===== config.mk =====
export PLATFORM = sky130hd
export DESIGN_NAME = char_lcd_nibble_sequencer_core_flat
export DESIGN_NICKNAME = d
export VERILOG_FILES = /design/src/rtl/clns_pkg.sv /design/src/rtl/clns_if.sv /design/src/rtl/clns_front.sv /design/src/rtl/clns_queue.sv /design/src/rtl/clns_back.sv /design/src/rtl/char_lcd_nibble_sequencer_core.sv /design/src/flat_wrapper.sv
export SDC_FILE = /design/constraint.sdc
export NUM_CORES = 1
export LEC_CHECK = 0
export BUFFER_PORTS_ARGS = -buffer_cell sky130_fd_sc_hd__buf_2
export CELL_PAD_IN_SITES_DETAIL_PLACEMENT = 0
export CELL_PAD_IN_SITES_GLOBAL_PLACEMENT = 1
export CORE_MARGIN = 1
export CORE_UTILIZATION = 44
export DETAILED_ROUTE_END_ITERATION = 7
export PLACE_DENSITY = 0.82
export SLEW_MARGIN = 20
export SYNTH_ARGS = -nofsm -noshare
export SYNTH_HDL_FRONTEND = slang
export SYNTH_HIERARCHICAL = 1
export SYNTH_SLANG_ARGS = --single-unit

===== constraint.sdc =====
create_clock -name i_clk -period 5.2 [get_ports i_clk]
set_clock_uncertainty 0.15 [all_clocks]
set_input_delay 0.78 -clock i_clk [delete_from_list [all_inputs] [get_ports i_clk]]
set_output_delay 0.78 -clock i_clk [all_outputs]
set_load 0.01 [all_outputs]

===== src/rtl/clns_pkg.sv =====
// Shared types and constants for the character-LCD nibble sequencer.
// No dependencies; every other file of the block imports this package.
`default_nettype none

package clns_pkg;

    // Request operation codes
    typedef enum logic [2:0] {
        OP_INIT   = 3'd0,
        OP_CLEAR  = 3'd1,
        OP_LINE   = 3'd2,
        OP_CHAR   = 3'd3,
        OP_CURSOR = 3'd4,
        OP_BYTE   = 3'd5,
        OP_BCD    = 3'd6
    } t_op;

    // Configuration register indexes and bus geometry
    localparam int unsigned   APB_AW     = 3;
    localparam logic [APB_AW-1:0] ADDR_FREEZE = 3'd0;
    localparam logic [APB_AW-1:0] ADDR_PULSE  = 3'd4;

    // Controller command and character codes
    localparam logic [7:0] CMD_FUNC_SET  = 8'h28;
    localparam logic [7:0] CMD_DISP_ON   = 8'h0C;
    localparam logic [7:0] CMD_SHIFT     = 8'h14;
    localparam logic [7:0] CMD_CLEAR     = 8'h01;
    localparam logic [7:0] CMD_HOME      = 8'h02;
    localparam logic [7:0] CMD_LINE1     = 8'h80;
    localparam logic [7:0] CMD_LINE2     = 8'hC0;
    localparam logic [7:0] CMD_BLINK     = 8'h0D;
    localparam logic [7:0] CMD_UNDERLINE = 8'h0E;
    localparam logic [7:0] CHR_ARROW     = 8'h7F;
    localparam logic [7:0] CHR_DASH      = 8'h2D;
    localparam logic [7:0] CHR_SPACE     = 8'h20;
    localparam logic [7:0] CHR_COLON     = 8'h3A;
    localparam logic [7:0] CHR_LAST      = 8'h7E;
    localparam logic [3:0] CHR_DIGIT_HI  = 4'h3;

    // Init program, one entry per nibble: wake nibbles, setup bytes, clear and home
    localparam logic [3:0] INIT_LEN        = 4'd14;
    localparam logic [3:0] INIT_LEN_FROZEN = 4'd10;
    localparam logic [3:0] INIT_NIB [14] = '{
        4'h3, 4'h3, 4'h3, 4'h2, 4'h2, 4'h8, 4'h0,
        4'hC, 4'h1, 4'h4, 4'h0, 4'h1, 4'h0, 4'h2
    };
    localparam logic [3:0] INIT_PRE [14] = '{
        4'd15, 4'd10, 4'd2, 4'd2, 4'd2, 4'd0, 4'd2,
        4'd0,  4'd2,  4'd0, 4'd2, 4'd0, 4'd1, 4'd0
    };

    // Input word
    typedef struct packed {
        logic [2:0] opcode;
        logic [7:0] value;
        logic [2:0] line;
        logic [5:0] location;
        logic       with_arrow;
    } t_req;

    // Output word, one per nibble transfer
    typedef struct packed {
        logic       rs;
        logic [3:0] nibble;
        logic [3:0] pre_delay_ms;
        logic [3:0] post_delay_ms;
        logic       backlight;
        logic       last;
    } t_nib;

    // Classified request held between the front and back parts
    typedef struct packed {
        logic            is_init;
        logic [4:0][7:0] bytes;
        logic [4:0]      rs;
        logic [3:0]      count;
        logic            gap;
        logic [1:0]      post;
        logic            backlight;
    } t_job;

endpackage

`default_nettype wire


===== src/rtl/clns_if.sv =====
// Valid/ready channel interfaces for requests and nibble transfers.
// Depends on clns_pkg for the payload types.
`default_nettype none

interface clns_req_if;
    import clns_pkg::*;
    logic valid;
    logic ready;
    t_req data;
    modport source (output valid, output data, input ready);
    modport sink   (input valid, input data, output ready);
endinterface

interface clns_nib_if;
    import clns_pkg::*;
    logic valid;
    logic ready;
    t_nib data;
    modport source (output valid, output data, input ready);
    modport sink   (input valid, input data, output ready);
endinterface

`default_nettype wire


===== src/rtl/clns_front.sv =====
// Front part: accepts requests, tracks the backlight and classifies each
// request into a job. Depends on clns_pkg and clns_if.
`default_nettype none

module clns_front (
    input  logic            i_clk,
    input  logic            i_rst_n,
    clns_req_if.sink        i_req,
    input  logic            i_freeze,
    input  logic            i_full,
    output logic            o_push,
    output clns_pkg::t_job  o_job
);
    import clns_pkg::*;

    logic       r_backlight;
    logic       n_backlight;
    logic       accept;
    logic [7:0] pos;
    logic [7:0] home;
    logic [2:0] eff_line;
    t_req       req;

    assign req         = i_req.data;
    assign i_req.ready = !i_full;
    assign accept      = i_req.valid && !i_full;

    assign home     = (req.line == 3'd1) ? CMD_LINE1 : CMD_LINE2;
    assign pos      = home + {2'b00, req.location} - 8'd1;
    assign eff_line = (req.line <= 3'd2) ? req.line : req.line - 3'd2;

    always_comb begin
        n_backlight = r_backlight;
        if (t_op'(req.opcode) == OP_LINE && req.line <= 3'd2) begin
            n_backlight = 1'b1;
        end
    end

    always_comb begin
        o_job           = '0;
        o_job.backlight = n_backlight;
        case (t_op'(req.opcode))
            OP_INIT: begin
                o_job.is_init = 1'b1;
                o_job.count   = i_freeze ? INIT_LEN_FROZEN : INIT_LEN;
                o_job.post    = i_freeze ? 2'd2 : 2'd1;
            end
            OP_CLEAR: begin
                o_job.bytes[0] = CMD_CLEAR;
                o_job.bytes[1] = CMD_HOME;
                o_job.gap      = 1'b1;
                o_job.post     = 2'd1;
                o_job.count    = i_freeze ? 4'd0 : 4'd4;
            end
            OP_LINE: begin
                o_job.bytes[0] = (eff_line == 3'd1) ? CMD_HOME : CMD_LINE2;
                o_job.post     = 2'd1;
                if (!i_freeze && (eff_line == 3'd1 || eff_line == 3'd2)) begin
                    o_job.count = 4'd2;
                end
            end
            OP_CHAR: begin
                o_job.rs[0] = 1'b1;
                if (req.value inside {[CHR_SPACE:CHR_LAST]}) begin
                    o_job.bytes[0] = req.value;
                    o_job.count    = i_freeze ? 4'd0 : 4'd2;
                end else if (req.value == 8'h00) begin
                    o_job.bytes[0] = CHR_SPACE;
                    o_job.count    = i_freeze ? 4'd0 : 4'd2;
                end
            end
            OP_CURSOR: begin
                o_job.gap      = 1'b1;
                o_job.post     = 2'd1;
                o_job.bytes[0] = pos;
                if (req.with_arrow) begin
                    o_job.bytes[1] = CHR_ARROW;
                    o_job.bytes[2] = CHR_DASH;
                    o_job.bytes[3] = home;
                    o_job.bytes[4] = CMD_BLINK;
                    o_job.rs       = 5'b00110;
                    o_job.count    = 4'd10;
                end else begin
                    o_job.bytes[1] = pos;
                    o_job.bytes[2] = CMD_BLINK;
                    o_job.count    = 4'd6;
                end
            end
            OP_BYTE: begin
                o_job.gap      = 1'b1;
                o_job.post     = 2'd1;
                o_job.bytes[0] = pos;
                o_job.bytes[1] = CMD_UNDERLINE;
                o_job.bytes[2] = req.value;
                o_job.bytes[3] = pos;
                o_job.rs       = 5'b00100;
                o_job.count    = 4'd8;
            end
            OP_BCD: begin
                o_job.bytes[0] = {CHR_DIGIT_HI, req.value[7:4]};
                o_job.bytes[1] = {CHR_DIGIT_HI, req.value[3:0]};
                o_job.bytes[2] = CHR_COLON;
                o_job.rs       = 5'b00111;
                o_job.count    = 4'd6;
            end
            default: begin
                o_job.count = 4'd0;
            end
        endcase
    end

    // Drop requests that produce no transfer
    assign o_push = accept && (o_job.count != 4'd0);

    always_ff @(posedge i_clk) begin
        if (!i_rst_n) begin
            r_backlight <= 1'b0;
        end else if (accept) begin
            r_backlight <= n_backlight;
        end
    end

endmodule

`default_nettype wire


===== src/rtl/clns_queue.sv =====
// Small job FIFO between the front and back parts.
// Depends on clns_pkg for the job type.
`default_nettype none

module clns_queue #(
    parameter int unsigned DEPTH = 2
) (
    input  logic           i_clk,
    input  logic           i_rst_n,
    input  logic           i_push,
    input  clns_pkg::t_job i_job,
    input  logic           i_pop,
    output logic           o_full,
    output logic           o_valid,
    output clns_pkg::t_job o_job
);
    import clns_pkg::*;

    localparam int unsigned PTR_W = (DEPTH > 1) ? $clog2(DEPTH) : 1;
    localparam int unsigned CNT_W = $clog2(DEPTH + 1);
    localparam logic [PTR_W-1:0] PTR_LAST = PTR_W'(DEPTH - 1);
    localparam logic [CNT_W-1:0] CNT_FULL = CNT_W'(DEPTH);

    t_job             r_mem [DEPTH];
    logic [PTR_W-1:0] r_wr_ptr;
    logic [PTR_W-1:0] r_rd_ptr;
    logic [CNT_W-1:0] r_count;

    assign o_full  = (r_count == CNT_FULL);
    assign o_valid = (r_count != '0);
    assign o_job   = r_mem[r_rd_ptr];

    always_ff @(posedge i_clk) begin
        if (i_push) begin
            r_mem[r_wr_ptr] <= i_job;
        end
    end

    always_ff @(posedge i_clk) begin
        if (!i_rst_n) begin
            r_wr_ptr <= '0;
            r_rd_ptr <= '0;
            r_count  <= '0;
        end else begin
            if (i_push) begin
                r_wr_ptr <= (r_wr_ptr == PTR_LAST) ? '0 : r_wr_ptr + 1'b1;
            end
            if (i_pop) begin
                r_rd_ptr <= (r_rd_ptr == PTR_LAST) ? '0 : r_rd_ptr + 1'b1;
            end
            if (i_push && !i_pop) begin
                r_count <= r_count + 1'b1;
            end else if (i_pop && !i_push) begin
                r_count <= r_count - 1'b1;
            end
        end
    end

endmodule

`default_nettype wire


===== src/rtl/clns_back.sv =====
// Back part: walks the head job one nibble per cycle, while the output is not stalled, into an output register.
// Depends on clns_pkg and clns_if.
`default_nettype none

module clns_back (
    input  logic           i_clk,
    input  logic           i_rst_n,
    input  logic           i_valid,
    input  clns_pkg::t_job i_job,
    output logic           o_pop,
    clns_nib_if.source     o_nib
);
    import clns_pkg::*;

    logic [3:0] r_idx;
    logic       r_valid;
    t_nib       r_nib;
    t_nib       n_nib;
    logic       load;
    logic       is_last;
    logic [7:0] cur_byte;

    assign load     = i_valid && (!r_valid || o_nib.ready);
    assign is_last  = (r_idx == i_job.count - 4'd1);
    assign o_pop    = load && is_last;
    assign cur_byte = i_job.bytes[r_idx[3:1]];

    always_comb begin
        n_nib           = '0;
        n_nib.backlight = i_job.backlight;
        n_nib.last      = is_last;
        n_nib.post_delay_ms = is_last ? {2'b00, i_job.post} : 4'd0;
        if (i_job.is_init) begin
            n_nib.nibble       = INIT_NIB[r_idx];
            n_nib.pre_delay_ms = INIT_PRE[r_idx];
        end else begin
            n_nib.rs     = i_job.rs[r_idx[3:1]];
            n_nib.nibble = r_idx[0] ? cur_byte[3:0] : cur_byte[7:4];
            // wait between bytes lands on the high nibble of the next byte
            n_nib.pre_delay_ms = (i_job.gap && !r_idx[0] && r_idx != 4'd0) ?
                                 4'd1 : 4'd0;
        end
    end

    always_ff @(posedge i_clk) begin
        if (!i_rst_n) begin
            r_idx   <= '0;
            r_valid <= 1'b0;
        end else begin
            if (load) begin
                r_idx   <= is_last ? 4'd0 : r_idx + 4'd1;
                r_valid <= 1'b1;
            end else if (o_nib.ready) begin
                r_valid <= 1'b0;
            end
        end
    end

    always_ff @(posedge i_clk) begin
        if (load) begin
            r_nib <= n_nib;
        end
    end

    assign o_nib.valid = r_valid;
    assign o_nib.data  = r_nib;

endmodule

`default_nettype wire


===== src/rtl/char_lcd_nibble_sequencer_core.sv =====
// Character-LCD 4-bit bus sequencer, top level: APB registers, front, queue, back.
// An accepted request is written into the queue; its nibbles are then registered in the back part's output register.
// Throughput: one nibble per cycle while the output is not stalled; a request of N nibbles (2 to 14) is
// walked by the single nibble walker of the back part.
// Reset (synchronous, active low): queue and output empty, backlight off,
// freeze off, enable_pulse_ms 1.
`default_nettype none

module char_lcd_nibble_sequencer_core #(
    parameter int unsigned QUEUE_DEPTH = 2
) (
    input  logic                        i_clk,
    input  logic                        i_rst_n,
    clns_req_if.sink                    i_req,
    clns_nib_if.source                  o_nib,
    input  logic                        psel,
    input  logic                        penable,
    input  logic                        pwrite,
    input  logic [clns_pkg::APB_AW-1:0] paddr,
    input  logic [31:0]                 pwdata,
    output logic [31:0]                 prdata,
    output logic                        pready
);
    import clns_pkg::*;

    // Configuration registers
    logic       r_freeze;
    logic [3:0] r_pulse_ms;
    logic       cfg_wr;

    // Front to queue to back
    logic       push;
    logic       pop;
    logic       q_full;
    logic       q_valid;
    t_job       push_job;
    t_job       head_job;

    assign pready = 1'b1;
    assign cfg_wr = psel && penable && pwrite;

    // Write on the access phase; unmapped addresses are ignored
    always_ff @(posedge i_clk) begin
        if (!i_rst_n) begin
            r_freeze   <= 1'b0;
            r_pulse_ms <= 4'd1;
        end else if (cfg_wr) begin
            case (paddr)
                ADDR_FREEZE: r_freeze   <= pwdata[0];
                ADDR_PULSE:  r_pulse_ms <= pwdata[3:0];
                default: begin
                end
            endcase
        end
    end

    // Read back; enable_pulse_ms is only held for the bus driver
    always_comb begin
        case (paddr)
            ADDR_FREEZE: prdata = {31'd0, r_freeze};
            ADDR_PULSE:  prdata = {28'd0, r_pulse_ms};
            default:     prdata = 32'd0;
        endcase
    end

    // Classify requests and track the backlight in arrival order
    clns_front u_front (
        .i_clk    (i_clk),
        .i_rst_n  (i_rst_n),
        .i_req    (i_req),
        .i_freeze (r_freeze),
        .i_full   (q_full),
        .o_push   (push),
        .o_job    (push_job)
    );

    // Decouple acceptance from nibble output
    clns_queue #(
        .DEPTH (QUEUE_DEPTH)
    ) u_queue (
        .i_clk   (i_clk),
        .i_rst_n (i_rst_n),
        .i_push  (push),
        .i_job   (push_job),
        .i_pop   (pop),
        .o_full  (q_full),
        .o_valid (q_valid),
        .o_job   (head_job)
    );

    // Emit the head job one nibble per cycle while the output is not stalled
    clns_back u_back (
        .i_clk   (i_clk),
        .i_rst_n (i_rst_n),
        .i_valid (q_valid),
        .i_job   (head_job),
        .o_pop   (pop),
        .o_nib   (o_nib)
    );

endmodule

`default_nettype wire


===== src/flat_wrapper.sv =====
// flat-port wrapper written by rule: the top's interface ports become plain ports
module char_lcd_nibble_sequencer_core_flat import clns_pkg::*;
#(
    parameter int unsigned QUEUE_DEPTH = 2
)
  (i_clk, i_rst_n, psel, penable, pwrite, paddr, pwdata, prdata, pready, i_req_valid, i_req_data, i_req_ready, o_nib_valid, o_nib_data, o_nib_ready);
  clns_req_if i_req_i ();
  clns_nib_if o_nib_i ();
  input  logic i_clk;
  input  logic i_rst_n;
  input  logic psel;
  input  logic penable;
  input  logic pwrite;
  input  logic [clns_pkg::APB_AW-1:0] paddr;
  input  logic [31:0] pwdata;
  output logic [31:0] prdata;
  output logic pready;
  input wire logic [$bits(i_req_i.valid)-1:0] i_req_valid;
  input wire logic [$bits(i_req_i.data)-1:0] i_req_data;
  output wire logic [$bits(i_req_i.ready)-1:0] i_req_ready;
  output wire logic [$bits(o_nib_i.valid)-1:0] o_nib_valid;
  output wire logic [$bits(o_nib_i.data)-1:0] o_nib_data;
  input wire logic [$bits(o_nib_i.ready)-1:0] o_nib_ready;
  assign i_req_i.valid = i_req_valid;
  assign i_req_i.data = i_req_data;
  assign i_req_ready = i_req_i.ready;
  assign o_nib_valid = o_nib_i.valid;
  assign o_nib_data = o_nib_i.data;
  assign o_nib_i.ready = o_nib_ready;
  char_lcd_nibble_sequencer_core #(.QUEUE_DEPTH(QUEUE_DEPTH)) u_core (.i_clk(i_clk), .i_rst_n(i_rst_n), .i_req(i_req_i), .o_nib(o_nib_i), .psel(psel), .penable(penable), .pwrite(pwrite), .paddr(paddr), .pwdata(pwdata), .prdata(prdata), .pready(pready));
endmodule

==> impl_metrics.json <==
{
  "cap_violations": 0,
  "crit_arrival_ns": 3.54,
  "synthFlopType": "edfxtp_1",
  "drc_errors": 0,
  "die_w_um": 129,
  "maxSlewViolCount": 0,
  "grt_overflow_total": 0,
  "clock_path_buffers": 2,
  "r2r_cells": 10,
  "max_stage_delay_ns": 0.63,
  "fp.coreArea_um2": 15400,
  "fin_nets": 659,
  "ioPinCount": 113,
  "worstSkewPairLatency_ns": 0.42,
  "area_growth_pct": 12.0,
  "outcome": "completed",
  "cts_tree": "built",
  "clock-sinks": 137,
  "cp.required_ns": 5.40,
  "post_cts_buffers": 0,
  "antenna_found_initial": 0,
  "ys_ff_latch": 137,
  "antenna_cells": 0,
  "fp.dieH_um": 129,
  "setup_viol": 0,
  "clk_pin_slew_ns": 0.06,
  "drt_first_iter_violations": 348,
  "fin_crit_sh_pct": 64.2,
  "dieArea_um2": 16500,
  "cts_hold_buf": 0,
  "maxSlewHeadroom_pct": 45.1,
  "finalSetupTns_ns": 0,
  "crit_path_max_fanout": 19,
  "ant_nets": 0,
  "gp_congestion": 0.856,
  "power.clock.fraction_pct": 38.4,
  "power_density_nw_per_um2": 399,
  "comb_power_share_pct": 17.3,
  "async_reset_ff_share_pct": 0,
  "worst_setup_path_start_kind": "register",
  "end_kind": "register",
  "htree_levels": 4,
  "crit_path_top_delay_cell": "dfxtp_2",
  "grt_pass1_vias": 4167,
  "track_usage_pct": 17.6,
  "portBuffers": 53,
  "netlist_area_um2": 7050,
  "rows": 45,
  "hold_path_depth": 2,
  "wl_per_cell_um": 16.8,
  "p_sw_share_pct": 25.8,
  "postCtsResizedCells": 0,
  "intPower_uw": 2340,
  "leakagePower_uw": 0.00293,
  "vdd_drop_max_uv": 215,
  "first_pass_iters": 5,
  "total_power_uw": 3150,
  "crit_chain": "mux2_2 -> inv_1 -> ha_1 -> xnor2_1 -> nor4_4 -> and2_1 -> inv_1 -> ha_1 -> or3_1 -> a21boi_1",
  "synth_edf_count": 121,
  "netlist_instances": 543,
  "hpwl_um": 9170,
  "worstSetupPathType": "reg2reg",
  "wl_um": 13700,
  "num_vias": 4324,
  "start_util_pct": 45.7,
  "vias_per_cell": 5.33,
  "hold_viol_final": 0,
  "r2r_slack_ns": 1.86,
  "grt_start_max_net_pins": 56,
  "pwr-share-seq_pct": 44.3,
  "fmax_mhz": 299,
  "syn_avg_cell_area_um2": 13.0,
  "grt_pass1_wl_um": 21700,
  "rsz0062_at_grt": "no",
  "drive_above_1_share_pct": 28.1,
  "synth_cell_type_count": 63,
  "root_buffer": "clkbuf_16",
  "hold_path.class": "reg2reg",
  "yosysSeqAreaShare_pct": 56.1,
  "min_period_ns": 3.34,
  "p_sw_uw": 812,
  "yosys_warnings": 6,
  "worst_slew_pin_slew_ns": 0.823,
  "numCtsBuffers": 17
}
==> cell usage after synthesis (all sizes together), types with 2 or more instances <==
cell type | instances | share of area, %
or4 | 3 | 0.32
o21ai | 13 | 0.92
a21oi | 22 | 1.6
o21a | 6 | 0.64
clkbuf | 13 | 0.69
and2b | 3 | 0.39
buf | 55 | 6.2
or3 | 2 | 0.18
ha | 8 | 1.4
a221o | 3 | 0.43
nand3 | 6 | 0.43
edfxtp | 121 | 52
a21o | 4 | 0.43
nand4 | 2 | 0.27
o31ai | 4 | 0.43
a211oi | 6 | 0.64
mux2 | 54 | 8.6
nor2b | 20 | 1.9
nor3 | 11 | 0.94
a2111oi | 4 | 0.96
nor4 | 3 | 0.66
o22ai | 3 | 0.27
o32ai | 4 | 0.50
o211a | 2 | 0.28
a21boi | 4 | 0.43
dfxtp | 16 | 4.5
nand2b | 7 | 0.62
a22o | 2 | 0.25
and4 | 2 | 0.25
conb | 4 | 0.21
xor2 | 4 | 0.50
xnor2 | 10 | 1.2
and3 | 11 | 1.0
o21bai | 2 | 0.21
nand2 | 26 | 1.4
and2 | 11 | 0.98
nor2 | 23 | 1.2
nor3b | 4 | 0.59
mux2i | 10 | 1.4
mux4 | 7 | 2.6
a32o | 3 | 0.43
inv | 21 | 1.1
==> worst max-delay path, delay by kind of cell, from the launching register on <==
kind / cells / cell delay [ns]
compound gates: 1 / 0.15
mux: 1 / 0.43
simple gates: 3 / 1.09
flops: 1 / 0.63
xor+xnor: 1 / 0.16
buf+inv: 2 / 0.13
fa+ha+maj: 2 / 0.55
==> metrics by stage <==
stage / util [%] / worst slack (ns) / hold slack, ns / area, um^2 / cells
after floorplan: - / 0.343 / 0.280 / 7180 / 578
after CTS: 51.2 / 1.82 / 0.314 / 7900 / 812
after global routing: 51.2 / 1.63 / 0.346 / 7900 / 812
after detailed placement: 47.3 / 1.53 / 0.305 / 7300 / 780
final: 51.2 / 1.86 / 0.313 / 7900 / 812
after global placement: 47.3 / 1.58 / 0.293 / 7300 / 780
==> cell type report <==
| cell class | instances | area [um^2] |
|---|---|---|
| sequential | 137 | 3960 |
| clock buffer | 19 | 443 |
| inverter | 21 | 78.8 |
| timing repair buffer | 59 | 323 |
| clock inverter | 13 | 154 |
| multi-input combinational | 352 | 2680 |
| fill | 1368 | 7530 |
| tap | 211 | 264 |
==> flip-flops by register name, indices dropped and copies added, names as in the netlist, named ones only <==
| signal | cells |
|---|---|
| u_core/r_freeze | 1 |
| u_core/r_pulse_ms | 4 |
| u_core/u_back/o_nib.data | 13 |
| u_core/u_back/o_nib.valid | 1 |
| u_core/u_back/r_idx | 4 |
| u_core/u_front/r_backlight | 1 |
| u_core/u_queue/r_count | 2 |
| u_core/u_queue/r_mem | 108 |
| u_core/u_queue/r_rd_ptr | 1 |
| u_core/u_queue/r_wr_ptr | 1 |
==> metal layers <==
metal,up-vias,share of wire (%),track usage [%]
met5,-,0,0
met4,0,1.8,7.75
met3,20,5.8,4.07
met2,175,47,27.7
met1,2107,45,23.4
li1,2022,-,-
==> power groups by stage <==
| stage | sequential, uW | combinational [uW] | clock (uW) |
|---|---|---|---|
| CTS | 1400 | 549 | 1230 |
| global placement | 1410 | 532 | 0 |
| finish | 1400 | 544 | 1210 |
| floorplan | 1420 | 408 | 0 |
| detailed placement | 1420 | 545 | 0 |
| global route | 1410 | 599 | 1270 |
==> path summary, 6_finish.rpt <==
path                         from                   endpoint
min reg2reg  u_core/r_pulse_ms[3]       u_core/r_pulse_ms[3]
min          u_core/r_pulse_ms[3]       u_core/r_pulse_ms[3]
max reg2reg              register  u_core/u_queue/r_count[1]
max                      register  u_core/u_queue/r_count[1]
==> placed cells by master, fill, tap and decap left out, drive strengths merged, types with 13 or more instances in the layout <==
cell and count:
edfxtp 121, buf 59, mux2 54, conb 39, nand2 26, nor2 23
a21oi 22, inv 21, nor2b 20, clkbuf 19, dfxtp 16, o21ai 13
==> cell families (layout without fill, tap and decap cells) <==
logic type | count (synthesis) | count (layout) | synth area share (%)
DFF | 137 | 137 | 56.1
and+or+nand+nor | 136 | 136 | 11.4
buffers and inverters | 89 | 112 | 8.00
AOI/OAI and AO/OA | 84 | 84 | 8.57
muxes | 71 | 71 | 12.6
xor gates and xnor gates | 14 | 14 | 1.74
adders and majority gates | 8 | 8 | 1.42
other | 4 | 39 | 0.213
(Power assumes the default switching activity.)
